--- config.mk ---
export PLATFORM = sky130hd
export DESIGN_NAME = await_slot_tracker_top
export DESIGN_NICKNAME = d
export VERILOG_FILES = /design/src/ast_pkg.sv /design/src/await_slot_tracker_top.sv /design/src/ast_slot_mem.sv /design/src/ast_ctrl.sv
export SDC_FILE = /design/constraint.sdc
export NUM_CORES = 2
export LEC_CHECK = 0
export BUFFER_PORTS_ARGS = -buffer_cell sky130_fd_sc_hd__buf_2
export CORE_UTILIZATION = 30
export DETAILED_ROUTE_END_ITERATION = 10
export PLACE_DENSITY_LB_ADDON = 0.12
export SLEW_MARGIN = 20
export SYNTH_ARGS = -nofsm -noshare
export SYNTH_HDL_FRONTEND = slang
export SYNTH_HIERARCHICAL = 1
export SYNTH_SLANG_ARGS = --single-unit
--- constraint.sdc ---
create_clock -name clk -period 6.4 [get_ports clk]
set_input_delay 0.64 -clock clk [delete_from_list [all_inputs] [get_ports clk]]
set_output_delay 0.64 -clock clk [all_outputs]
set_load 0.05 [all_outputs]
--- src/ast_pkg.sv ---
package ast_pkg;

  localparam int SLOTS_DEF    = 64;
  localparam int TAG_BITS_DEF = 16;

  localparam int OPCODE_W = 2;
  localparam int SLOT_W   = 6;
  localparam int TAG_W    = 16;
  localparam int CODE_W   = 3;

  typedef enum logic [OPCODE_W-1:0] {
    OP_CLAIM    = 2'd0,
    OP_COMPLETE = 2'd1,
    OP_DRAIN    = 2'd2
  } op_t;

  localparam logic [CODE_W-1:0] RC_OK         = 3'd0;
  localparam logic [CODE_W-1:0] RC_FULL       = 3'd1;
  localparam logic [CODE_W-1:0] RC_NOT_AWAIT  = 3'd2;
  localparam logic [CODE_W-1:0] RC_ALREADY    = 3'd3;
  localparam logic [CODE_W-1:0] RC_EMPTY      = 3'd4;

  typedef enum logic {
    ST_IDLE,
    ST_EXEC
  } state_t;

endpackage

--- src/await_slot_tracker_top.sv ---
// Await slot tracker: SLOTS slots linked through one next-pointer table that
// holds a free list and a LIFO completion list. Each request is taken in the
// idle state and its table entry is read at that edge; the update and the
// result follow in the execute state once the output register is free. A drain
// gives one result per cycle while the output is not stalled, newest
// completion first, because each step needs the link read from the slot
// before it. Unused opcode 3 is taken in the idle state with no result. The
// input stalls while a request is in progress, and a request stays in progress
// while its result cannot be placed into the output register.
module await_slot_tracker_top #(
  parameter int SLOTS    = ast_pkg::SLOTS_DEF,
  parameter int TAG_BITS = ast_pkg::TAG_BITS_DEF
) (
  input  logic                          clk,
  input  logic                          rst_n,
  input  logic                          in_valid,
  output logic                          in_stall,
  input  logic [ast_pkg::OPCODE_W-1:0]  in_opcode,
  input  logic [ast_pkg::SLOT_W-1:0]    in_slot,
  input  logic [ast_pkg::TAG_W-1:0]     in_task_tag,
  input  logic                          in_fail_flag,
  output logic                          out_valid,
  input  logic                          out_stall,
  output logic [ast_pkg::CODE_W-1:0]    out_result_code,
  output logic [ast_pkg::SLOT_W-1:0]    out_slot_index,
  output logic [ast_pkg::TAG_W-1:0]     out_tag_out,
  output logic                          out_failed_out,
  output logic                          out_last_result
);

  localparam int AW = $clog2(SLOTS);
  localparam int LW = $clog2(SLOTS + 1);
  localparam int DW = LW + 3 + TAG_BITS;

  logic          mem_we;
  logic [AW-1:0] mem_waddr;
  logic [DW-1:0] mem_wdata;
  logic          mem_re;
  logic [AW-1:0] mem_raddr;
  logic [DW-1:0] mem_rdata;

  ast_ctrl #(
    .SLOTS    (SLOTS),
    .TAG_BITS (TAG_BITS),
    .AW       (AW),
    .LW       (LW),
    .DW       (DW)
  ) u_ctrl (
    .clk             (clk),
    .rst_n           (rst_n),
    .in_valid        (in_valid),
    .in_stall        (in_stall),
    .in_opcode       (in_opcode),
    .in_slot         (in_slot),
    .in_task_tag     (in_task_tag),
    .in_fail_flag    (in_fail_flag),
    .out_valid       (out_valid),
    .out_stall       (out_stall),
    .out_result_code (out_result_code),
    .out_slot_index  (out_slot_index),
    .out_tag_out     (out_tag_out),
    .out_failed_out  (out_failed_out),
    .out_last_result (out_last_result),
    .mem_we          (mem_we),
    .mem_waddr       (mem_waddr),
    .mem_wdata       (mem_wdata),
    .mem_re          (mem_re),
    .mem_raddr       (mem_raddr),
    .mem_rdata       (mem_rdata)
  );

  ast_slot_mem #(
    .DEPTH (SLOTS),
    .AW    (AW),
    .LW    (LW),
    .DW    (DW)
  ) u_mem (
    .clk   (clk),
    .rst_n (rst_n),
    .we    (mem_we),
    .waddr (mem_waddr),
    .wdata (mem_wdata),
    .re    (mem_re),
    .raddr (mem_raddr),
    .rdata (mem_rdata)
  );

endmodule

--- src/ast_slot_mem.sv ---
module ast_slot_mem #(
  parameter int DEPTH = ast_pkg::SLOTS_DEF,
  parameter int AW    = $clog2(DEPTH),
  parameter int LW    = $clog2(DEPTH + 1),
  parameter int DW    = LW + 3 + ast_pkg::TAG_BITS_DEF
) (
  input  logic          clk,
  input  logic          rst_n,
  input  logic          we,
  input  logic [AW-1:0] waddr,
  input  logic [DW-1:0] wdata,
  input  logic          re,
  input  logic [AW-1:0] raddr,
  output logic [DW-1:0] rdata
);

  logic [DW-1:0]    mem [DEPTH];
  logic [DEPTH-1:0] vld_r;
  logic [DW-1:0]    raw_r;
  logic             rd_vld_r;
  logic [AW-1:0]    rd_addr_r;
  logic [LW-1:0]    rst_link;

  always_ff @(posedge clk) begin
    if (we) begin
      mem[waddr] <= wdata;
    end
    if (re) begin
      raw_r     <= mem[raddr];
      rd_addr_r <= raddr;
    end
  end

  // valid bits stand in for the reset image: entry i links to i+1, flags clear
  always_ff @(posedge clk) begin
    if (!rst_n) begin
      vld_r    <= '0;
      rd_vld_r <= 1'b0;
    end else begin
      if (we) begin
        vld_r[waddr] <= 1'b1;
      end
      if (re) begin
        rd_vld_r <= vld_r[raddr];
      end
    end
  end

  assign rst_link = LW'(rd_addr_r) + LW'(1);
  assign rdata    = rd_vld_r ? raw_r : {rst_link, {(DW - LW){1'b0}}};

endmodule

--- src/ast_ctrl.sv ---
module ast_ctrl #(
  parameter int SLOTS    = ast_pkg::SLOTS_DEF,
  parameter int TAG_BITS = ast_pkg::TAG_BITS_DEF,
  parameter int AW       = $clog2(SLOTS),
  parameter int LW       = $clog2(SLOTS + 1),
  parameter int DW       = LW + 3 + TAG_BITS
) (
  input  logic                          clk,
  input  logic                          rst_n,
  input  logic                          in_valid,
  output logic                          in_stall,
  input  logic [ast_pkg::OPCODE_W-1:0]  in_opcode,
  input  logic [ast_pkg::SLOT_W-1:0]    in_slot,
  input  logic [ast_pkg::TAG_W-1:0]     in_task_tag,
  input  logic                          in_fail_flag,
  output logic                          out_valid,
  input  logic                          out_stall,
  output logic [ast_pkg::CODE_W-1:0]    out_result_code,
  output logic [ast_pkg::SLOT_W-1:0]    out_slot_index,
  output logic [ast_pkg::TAG_W-1:0]     out_tag_out,
  output logic                          out_failed_out,
  output logic                          out_last_result,
  output logic                          mem_we,
  output logic [AW-1:0]                 mem_waddr,
  output logic [DW-1:0]                 mem_wdata,
  output logic                          mem_re,
  output logic [AW-1:0]                 mem_raddr,
  input  logic [DW-1:0]                 mem_rdata
);

  localparam logic [LW-1:0] NIL     = LW'(SLOTS);
  localparam int            AWT_BIT = TAG_BITS + 2;
  localparam int            DON_BIT = TAG_BITS + 1;
  localparam int            FLD_BIT = TAG_BITS;

  ast_pkg::state_t state_r, state_nxt;
  ast_pkg::op_t    op_r, op_nxt;
  logic [ast_pkg::SLOT_W-1:0] slot_r, slot_nxt;
  logic [TAG_BITS-1:0]        tag_r, tag_nxt;
  logic                       fail_r, fail_nxt;
  logic [LW-1:0]              free_head_r, free_head_nxt;
  logic [LW-1:0]              done_head_r, done_head_nxt;
  logic [LW-1:0]              cnt_r, cnt_nxt;
  logic [AW-1:0]              cur_r, cur_nxt;

  logic                       out_valid_r, out_valid_nxt;
  logic [ast_pkg::CODE_W-1:0] code_r, code_nxt;
  logic [ast_pkg::SLOT_W-1:0] oslot_r, oslot_nxt;
  logic [ast_pkg::TAG_W-1:0]  otag_r, otag_nxt;
  logic                       ofail_r, ofail_nxt;
  logic                       olast_r, olast_nxt;

  logic [LW-1:0]       rd_link;
  logic                rd_await;
  logic                rd_done;
  logic                rd_failed;
  logic [TAG_BITS-1:0] rd_tag;
  logic                out_free;
  logic                last_w;
  logic [LW-1:0]       cnt_inc;

  assign rd_link   = mem_rdata[DW-1 -: LW];
  assign rd_await  = mem_rdata[AWT_BIT];
  assign rd_done   = mem_rdata[DON_BIT];
  assign rd_failed = mem_rdata[FLD_BIT];
  assign rd_tag    = mem_rdata[TAG_BITS-1:0];

  assign out_free = !out_valid_r || !out_stall;
  assign cnt_inc  = cnt_r + LW'(1);
  assign last_w   = (rd_link >= NIL) || (cnt_inc >= NIL);

  always_ff @(posedge clk) begin
    if (!rst_n) begin
      state_r     <= ast_pkg::ST_IDLE;
      free_head_r <= '0;
      done_head_r <= NIL;
      out_valid_r <= 1'b0;
    end else begin
      state_r     <= state_nxt;
      free_head_r <= free_head_nxt;
      done_head_r <= done_head_nxt;
      out_valid_r <= out_valid_nxt;
    end
  end

  always_ff @(posedge clk) begin
    op_r    <= op_nxt;
    slot_r  <= slot_nxt;
    tag_r   <= tag_nxt;
    fail_r  <= fail_nxt;
    cnt_r   <= cnt_nxt;
    cur_r   <= cur_nxt;
    code_r  <= code_nxt;
    oslot_r <= oslot_nxt;
    otag_r  <= otag_nxt;
    ofail_r <= ofail_nxt;
    olast_r <= olast_nxt;
  end

  always_comb begin
    state_nxt     = state_r;
    op_nxt        = op_r;
    slot_nxt      = slot_r;
    tag_nxt       = tag_r;
    fail_nxt      = fail_r;
    free_head_nxt = free_head_r;
    done_head_nxt = done_head_r;
    cnt_nxt       = cnt_r;
    cur_nxt       = cur_r;
    out_valid_nxt = out_valid_r && out_stall;
    code_nxt      = code_r;
    oslot_nxt     = oslot_r;
    otag_nxt      = otag_r;
    ofail_nxt     = ofail_r;
    olast_nxt     = olast_r;
    in_stall      = 1'b1;
    mem_we        = 1'b0;
    mem_waddr     = cur_r;
    mem_wdata     = '0;
    mem_re        = 1'b0;
    mem_raddr     = cur_r;

    unique case (state_r)
      ast_pkg::ST_IDLE: begin
        in_stall = 1'b0;
        if (in_valid) begin
          op_nxt   = ast_pkg::op_t'(in_opcode);
          slot_nxt = in_slot;
          tag_nxt  = TAG_BITS'(in_task_tag);
          fail_nxt = in_fail_flag;
          cnt_nxt  = '0;
          case (ast_pkg::op_t'(in_opcode))
            ast_pkg::OP_CLAIM: begin
              mem_re    = 1'b1;
              mem_raddr = free_head_r[AW-1:0];
              state_nxt = ast_pkg::ST_EXEC;
            end
            ast_pkg::OP_COMPLETE: begin
              mem_re    = 1'b1;
              mem_raddr = in_slot[AW-1:0];
              state_nxt = ast_pkg::ST_EXEC;
            end
            ast_pkg::OP_DRAIN: begin
              mem_re    = 1'b1;
              mem_raddr = done_head_r[AW-1:0];
              state_nxt = ast_pkg::ST_EXEC;
            end
            default: ;  // unused opcode: dropped
          endcase
          cur_nxt = mem_raddr;
        end
      end

      ast_pkg::ST_EXEC: begin
        if (out_free) begin
          out_valid_nxt = 1'b1;
          code_nxt      = ast_pkg::RC_OK;
          oslot_nxt     = '0;
          otag_nxt      = '0;
          ofail_nxt     = 1'b0;
          olast_nxt     = 1'b1;
          state_nxt     = ast_pkg::ST_IDLE;
          case (op_r)
            ast_pkg::OP_CLAIM: begin
              if (free_head_r >= NIL) begin
                code_nxt = ast_pkg::RC_FULL;
              end else begin
                free_head_nxt = rd_link;
                mem_we        = 1'b1;
                mem_wdata     = {NIL, 1'b1, 1'b0, 1'b0, tag_r};
                oslot_nxt     = ast_pkg::SLOT_W'(cur_r);
              end
            end
            ast_pkg::OP_COMPLETE: begin
              oslot_nxt = slot_r;
              if (({1'b0, slot_r} >= (ast_pkg::SLOT_W + 1)'(SLOTS)) || !rd_await) begin
                code_nxt = ast_pkg::RC_NOT_AWAIT;
              end else if (rd_done) begin
                code_nxt = ast_pkg::RC_ALREADY;
              end else begin
                mem_we        = 1'b1;
                mem_wdata     = {done_head_r, 1'b1, 1'b1, rd_failed | fail_r, rd_tag};
                done_head_nxt = LW'(cur_r);
              end
            end
            ast_pkg::OP_DRAIN: begin
              if (done_head_r >= NIL) begin
                code_nxt = ast_pkg::RC_EMPTY;
              end else begin
                // put cur on the free list, fetch the next completed slot
                oslot_nxt     = ast_pkg::SLOT_W'(cur_r);
                otag_nxt      = ast_pkg::TAG_W'(rd_tag);
                ofail_nxt     = rd_failed | fail_r;
                olast_nxt     = last_w;
                mem_we        = 1'b1;
                mem_wdata     = {free_head_r, 1'b0, 1'b0, 1'b0, rd_tag};
                free_head_nxt = LW'(cur_r);
                done_head_nxt = (rd_link >= NIL) ? NIL : rd_link;
                cnt_nxt       = cnt_inc;
                if (!last_w) begin
                  mem_re    = 1'b1;
                  mem_raddr = rd_link[AW-1:0];
                  cur_nxt   = rd_link[AW-1:0];
                  state_nxt = ast_pkg::ST_EXEC;
                end
              end
            end
            default: begin
              out_valid_nxt = out_valid_r && out_stall;
            end
          endcase
        end
      end

      default: state_nxt = ast_pkg::ST_IDLE;
    endcase
  end

  assign out_valid       = out_valid_r;
  assign out_result_code = code_r;
  assign out_slot_index  = oslot_r;
  assign out_tag_out     = otag_r;
  assign out_failed_out  = ofail_r;
  assign out_last_result = olast_r;

endmodule

After elaboration in Yosys (flattened, before gate mapping)
Memory sizes are Yosys's and may differ from the RTL's. A register that Yosys moved wholly into a read port is not among the register bits.
Cells that the tools add are included.
{"block": "op_classes", "add_sub_neg": 2, "n_lt_le_gt_ge": 7, "eq_ne": 12, "muxes": 62, "n_bitwise": 4, "reduce_logical": 18}
{"op": "$mux W26", "count": 7}
{"op": "$pmux W26 S3", "count": 1}
{"op": "$mux W7", "count": 10}
{"op": "$or A64 B64 Y64", "count": 1}
{"op": "$mux W6", "count": 7}
{"op": "$pmux W7 S2", "count": 3}
{"op": "$pmux W6 S3", "count": 2}
{"op": "$ge A7 B7 Y1 const B", "count": 4}
{"op": "$mux W1", "count": 22}
{"op": "$lt A6 B7 Y1 const B", "count": 2}
{"op": "$ne A2 B2 Y1 const B", "count": 7}
{"op": "$pmux W6 S2", "count": 1}
{"op": "$pmux W3 S3", "count": 1}
{"op": "$add A6 B1 Y7 const B", "count": 1}
{"op": "$add A7 B1 Y7 const B", "count": 1}
{"op": "$bmux W1 S6", "count": 1}
{"op": "$demux W1 S6", "count": 1}
{"op": "$ge A6 B1 Y1 const B", "count": 1}
{"op": "$mux W3", "count": 2}
{"op": "$reduce_and A6 Y1", "count": 1}
{"op": "$reduce_or A3 Y1", "count": 2}
{"op": "$reduce_and A5 Y1", "count": 1}
{"op": "$eq A2 B1 Y1 const B", "count": 2}
{"op": "$eq A2 B2 Y1 const B", "count": 2}
{"op": "other kinds (14)", "count": 22}
{"block": "word_totals", "regBits": 152, "mem_bits_rw": 1664, "input_bits": 29, "output_inout_bits": 29, "word_cells": 124, "mem_count": 1}
{"name": "u_mem.mem", "words": 64, "width": 26, "read_ports": 1, "rd_ports_with_merged_regs": 1, "wr": 1, "line": "ast_slot_mem.sv:17", "source": "logic [DW-1:0] mem [DEPTH];"}

Logic depth before layout (Yosys ltp)
{"block": "logic_depth", "word_depth": 11, "ltp_mapped": 17, "ltp_nobuf": 12}

Hierarchy
The synthesis kept the hierarchy.
{"mod": "ast_slot_mem", "n_inst": 1, "cells_each": 2757, "area_each_um2": 66999.3, "seq_area_each_um2": 52230.1}
{"mod": "ast_ctrl", "n_inst": 1, "cells_each": 338, "area_each_um2": 3807.4, "seq_area_each_um2": 2212.1}

Worst setup path after synthesis
OpenSTA, ideal clock, no wires.
{"block": "synth_timing", "path_type": "reg2reg", "startpoint": "reg u_mem.rd_vld_r", "endpoint": "mem u_mem/mem[32][0] (netlist bit), enable pin", "setup_ns": 0.444, "arrival_time_ns": 4.317, "t_required_ns": 5.956, "setup_slack_ns": 1.639, "path_stages_with_launch": 11, "path_buffers": 2, "synth_period_minus_slack_ns": 4.761, "path_cell_list": "dfxtp_1 -> clkbuf_1 -> and2_1 -> nand4bb_1 -> nand2_1 -> buf_2 -> nor2_1 -> nor2_1 -> nor2b_1 -> or3b_2 -> nor3_1"}
{"block": "synth_between", "elab_cells_between_ends": 8, "cone_classes": "8 x mux"}
{"item": "from (decl)", "line": "ast_slot_mem.sv:20", "source": "logic rd_vld_r;"}
{"item": "from (signal assigned)", "line": "ast_slot_mem.sv:44", "source": "rd_vld_r <= vld_r[raddr];"}
{"item": "$mux W26", "line": "ast_slot_mem.sv:50", "source": "assign rdata = rd_vld_r ? raw_r : {rst_link, {(DW - LW){1'b0}}};"}
{"item": "via mem_rdata[18]", "line": "await_slot_tracker_top.sv:40", "source": "logic [DW-1:0] mem_rdata;"}
{"item": "$mux W1", "line": "ast_ctrl.sv:176", "source": "if (({1'b0, slot_r} >= (ast_pkg::SLOT_W + 1)'(SLOTS)) || !rd_await) begin"}
{"item": "$pmux W1 S3", "line": "ast_ctrl.sv:163", "source": "case (op_r)"}
{"item": "$mux W1", "line": "ast_ctrl.sv:155", "source": "if (out_free) begin"}
{"item": "$mux W1", "line": "ast_ctrl.sv:123", "source": "unique case (state_r)"}
{"item": "via mem_we", "line": "await_slot_tracker_top.sv:35", "source": "logic mem_we;"}
{"item": "$mux W1", "line": "ast_slot_mem.sv:25", "source": "if (we) begin"}
{"item": "$mux W1 (not written as such)", "line": "ast_slot_mem.sv:26", "source": "mem[waddr] <= wdata;"}
{"item": "to (decl)", "line": "ast_slot_mem.sv:17"}
The timed path passes the listed nets, and every way through them passes these cells.

Final worst setup path
{"block": "layout_timing", "startpoint": "reg u_mem.rd_addr_r[0]", "endpoint": "reg u_mem.raw_r[0] (read register of u_mem.mem), data pin"}
{"block": "layout_between", "elab_chain_cells": 9, "elab_cells_between_ends": 14, "cone_classes": "1 x add/sub; 1 x order compare; 11 x mux; 1 x reduce/logical"}
{"item": "from (decl)", "line": "ast_slot_mem.sv:21", "source": "logic [AW-1:0] rd_addr_r;"}
{"item": "from (signal assigned)", "line": "ast_slot_mem.sv:30", "source": "rd_addr_r <= raddr;"}
{"item": "$add A6 B1 Y7", "line": "ast_slot_mem.sv:49", "source": "assign rst_link = LW'(rd_addr_r) + LW'(1);"}
{"item": "$mux W26", "line": "ast_slot_mem.sv:50"}
{"item": "via mem_rdata[25]", "line": "await_slot_tracker_top.sv:40"}
{"item": "$ge A7 B7 Y1", "line": "ast_ctrl.sv:70", "source": "assign last_w = (rd_link >= NIL) || (cnt_inc >= NIL);"}
{"item": "$logic_or A1 B1 Y1", "line": "ast_ctrl.sv:70"}
{"item": "$mux W6 (4 in series)"}
{"item": "$pmux W6 S2"}
{"item": "via mem_raddr[0]", "line": "await_slot_tracker_top.sv:39", "source": "logic [AW-1:0] mem_raddr;"}
{"item": "to (decl)", "line": "ast_slot_mem.sv:19", "source": "logic [DW-1:0] raw_r;"}
The timed path passes the listed nets, and every way through them passes these cells.
A chain may end at the register's enable or synchronous reset.

==> results.yml <==
cells_and_area:
  multi_input_area_mm2: 0.0163
  fin_area_mm2: 0.0833
  drive_gt1_share_pct: 33.6
  syn2layout_area_growth_pct: 17.6
  fin_nets: 3410
  final.fill_count: 21300
  utilization_pct: 35.6
  area.sequential_mm2: 0.0544
sta:
  fin_skew_ns: 0.0393
  setup_violations: 0
  tns_ns: 0
  tightest_slew_ns: 1.13
  rsz0062_at_grt: "no"
  fin_crit_ns: 5.56
  fmax_mhz: 180
  relSlewSlack_pct: 24.2
  layout_worst_path_cycle_share_pct: 86.9
  hold_viol: 0
  setup_ws_ns: 0.841
  holdWs_ns: 0.145
  slew_violations: 0
clock_network:
  clock_latency_ns: 0.83
  cts.sinks: 1842
  cts_tree: "done"
  cts.clk_slew.worst_paths_ns: 0.06
  clock_path_buffers: 3
  cts-resized-gates: 0
  post_cts.repair.setup_buffers: 0
  cts_root_buf: "clkbuf_16"
  htree_num_levels: 4
  cts_made_buffers: 196
logic_synthesis:
  async_flop_share_pct: 0
  ys_top_cells_by_count: "edfxtp_1, mux4_2, nor2_1"
  synthCells: 3095
  synth.distinct_cells: 64
  synthFlopType: "edfxtp_1"
  synth_nets: 3126
  syn_area_mm2: 0.0708
  ys_warn_count: 6
  yosys-top-cells-area: "edfxtp_1, mux4_2, dfxtp_1"
  yosysTopAreaCellShare_pct: 74.4
  synth_area_per_cell_um2: 22.9
  synth_edf_count: 1755
  ys_seq_area_share_pct: 76.9
  synth-seq-cells: 1842
  synth_most_common_cell: "edfxtp_1"
  yosysTopAreaCell: "edfxtp_1"
outcome:
  status: "finished clean"
critical_path:
  cp_max_fo: 36
  path_class: "flip-flop to flip-flop"
  r2r_slack_ns: 0.84
  r2r_end: "u_mem/raw_r[0]"
  crit_end: "u_mem/raw_r[0]"
  cp.arrival_ns: 6.09
  r2r_cells: 16
  crit_path_end_kind: "flip-flop"
  cp-startpoint: "u_mem/rd_addr_r[0]"
  timing.rr.start: "u_mem/rd_addr_r[0]"
  required_ns: 6.94
  startpoint_type: "flip-flop"
floorplan:
  io_pins: 58
  die_x_um: 488
  die_area_mm2: 0.238
  chipHeight_um: 488
  rows: 177
  start_util_pct: 30.3
  core_area_mm2: 0.234
detailed_routing:
  drc: 0
  vias: 33900
  drt-initial-drc-count: 3359
  first_pass_iters: 5
  vias_per_cell: 5.07
  totalWireLength_um: 212000
  routedWlPerCell_um: 31.8
  drtAntennaViolNets: 0
grt:
  overflow: 0
  grt_pass1_vias: 35500
  grt_pass1_wl_um: 294000
  grt.total_usage_pct: 18.0
  antenna_found_initial: 14
  grt_max_degree: 88
place:
  post-place-ws_ns: 0.869
  dp_hpwl_um: 127000
  gp_congestion: 0.800
  place_area_mm2: 0.0766
  numPortBuffers: 57
min_path:
  hp-start: "out_stall"
  hold_class: "input pin to flip-flop"
job:
  maxCapViolCount: 0
pwr:
  leakage_uw: 0.0252
  power_per_cell_area_mw_per_mm2: 329
  peakVddDrop_v: 0.000222
-- logic make-up (layout without fill, tap and decap cells) --
family	after synthesis	after routing	share of synthesized area (%)
flops	1842	1842	76.9
mux	598	598	18.1
simple gates	286	286	1.96
buf+inv	181	632	1.11
compound gates	179	179	1.87
xor+xnor	7	7	0.0866
fa+ha+maj	2	2	0.0353
other cells	0	4	0
-- placed cells by master (no fill, tap or decap), drive strengths merged, types with 5 or more instances in the layout --
master	n
a211oi	6
a21boi	6
a21oi	7
a22oi	24
and2	40
buf	231
bufinv	21
clkbuf	244
clkinv	90
dfxtp	87
dlygate4sd3	24
edfxtp	1755
inv	18
mux2	29
mux2i	29
mux4	540
nand2	65
nand2b	9
nand3	16
nand3b	5
nor2	110
nor2b	8
nor3	7
nor4	6
o211a	12
o21a	66
o21ai	35
o22a	5
o311ai	6
or3	6
-- critical path: stages, from the launching register on --
cell	delay [ns]
edfxtp_1	0.42
ha_1	0.26
nand3_1	0.12
o31ai_1	0.09
buf_4	0.19
inv_1	0.12
nand3_2	0.15
or3_1	0.58
a211oi_4	0.45
buf_12	0.21
buf_12	0.29
buf_12	0.33
mux4_2	0.56
mux4_2	0.55
mux2_2	0.29
nand2_1	0.36
o21ai_1	0.17
-- flip-flops by register name, summed over array words and instances, names as in the netlist --
name	count
u_mem/mem	1664
u_mem/rd_vld_r	1
u_ctrl/free_head_r	7
u_ctrl/out_slot_index	6
u_ctrl/done_head_r	7
u_ctrl/cnt_r	7
u_ctrl/out_failed_out	1
u_mem/rd_addr_r	6
u_ctrl/out_valid	1
u_ctrl/fail_r	1
u_ctrl/out_result_code	3
u_ctrl/out_last_result	1
u_mem/raw_r	26
u_ctrl/mem_waddr	6
u_mem/vld_r	64
u_ctrl/op_r	2
u_ctrl/out_tag_out	16
u_ctrl/slot_r	6
u_ctrl/state_r	1
u_ctrl/tag_r	16
-- per-stage QoR --
step / instances / total power [uW]
5_1_grt: 6679 / 28200
4_1_cts: 6678 / 27700
6_report: 6682 / 27400
3_5_place_dp: 6289 / 16400
3_3_place_gp: 6287 / 16300
2_1_floorplan: 3095 / 15200
-- power by group --
| part | switching (uW) | internal [uW] | total, uW |
|---|---|---|---|
| Clock | 4750 | 6570 | 11300 |
| Sequential | 81.3 | 13200 | 13200 |
| Combinational | 1680 | 1150 | 2840 |
| Total | 6510 | 20900 | 27400 |
-- what timing repair did --
action	4_1_cts	5_1_grt
hold buffers	24	0
hold endpoints to repair	24	0
setup endpoints to repair	0	0
-- cell type report --
type | instances | share of cell area (%)
Clock buffer | 244 | 6.20
Antenna cell | 4 | 0.0120
Clock inverter | 121 | 1.50
Multi-Input combinational cell | 1072 | 19.6
Tap cell | 3132 | 4.71
Timing Repair Buffer | 255 | 2.58
Inverter | 12 | 0.0541
Sequential cell | 1842 | 65.4
-- how the worst min path moves through the flow --
| stage | endpoint | slack (ns) | cells past startpoint |
|---|---|---|---|
| after floorplan | u_mem/vld_r[37] | 0.44 | 1 |
| after global placement | u_mem/vld_r[20] | 0.44 | 1 |
| after detailed placement | u_mem/vld_r[46] | 0.45 | 1 |
| after CTS | u_ctrl/out_valid | 0.06 | 3 |
| after global routing | u_ctrl/out_valid | 0.11 | 3 |
| final | u_ctrl/out_valid | 0.14 | 3 |
-- routing by layer --
layer,part of all wire [%],up-vias,global-route usage [%],routed length (um)
met5,0,-,0,0
met4,2.1,0,4.50,4490
met3,4.6,223,2.44,9720
met2,49,1017,29.7,104000
met1,45,18900,25.0,94600
li1,-,13700,-,-
Power figures use the tool's default switching activity.
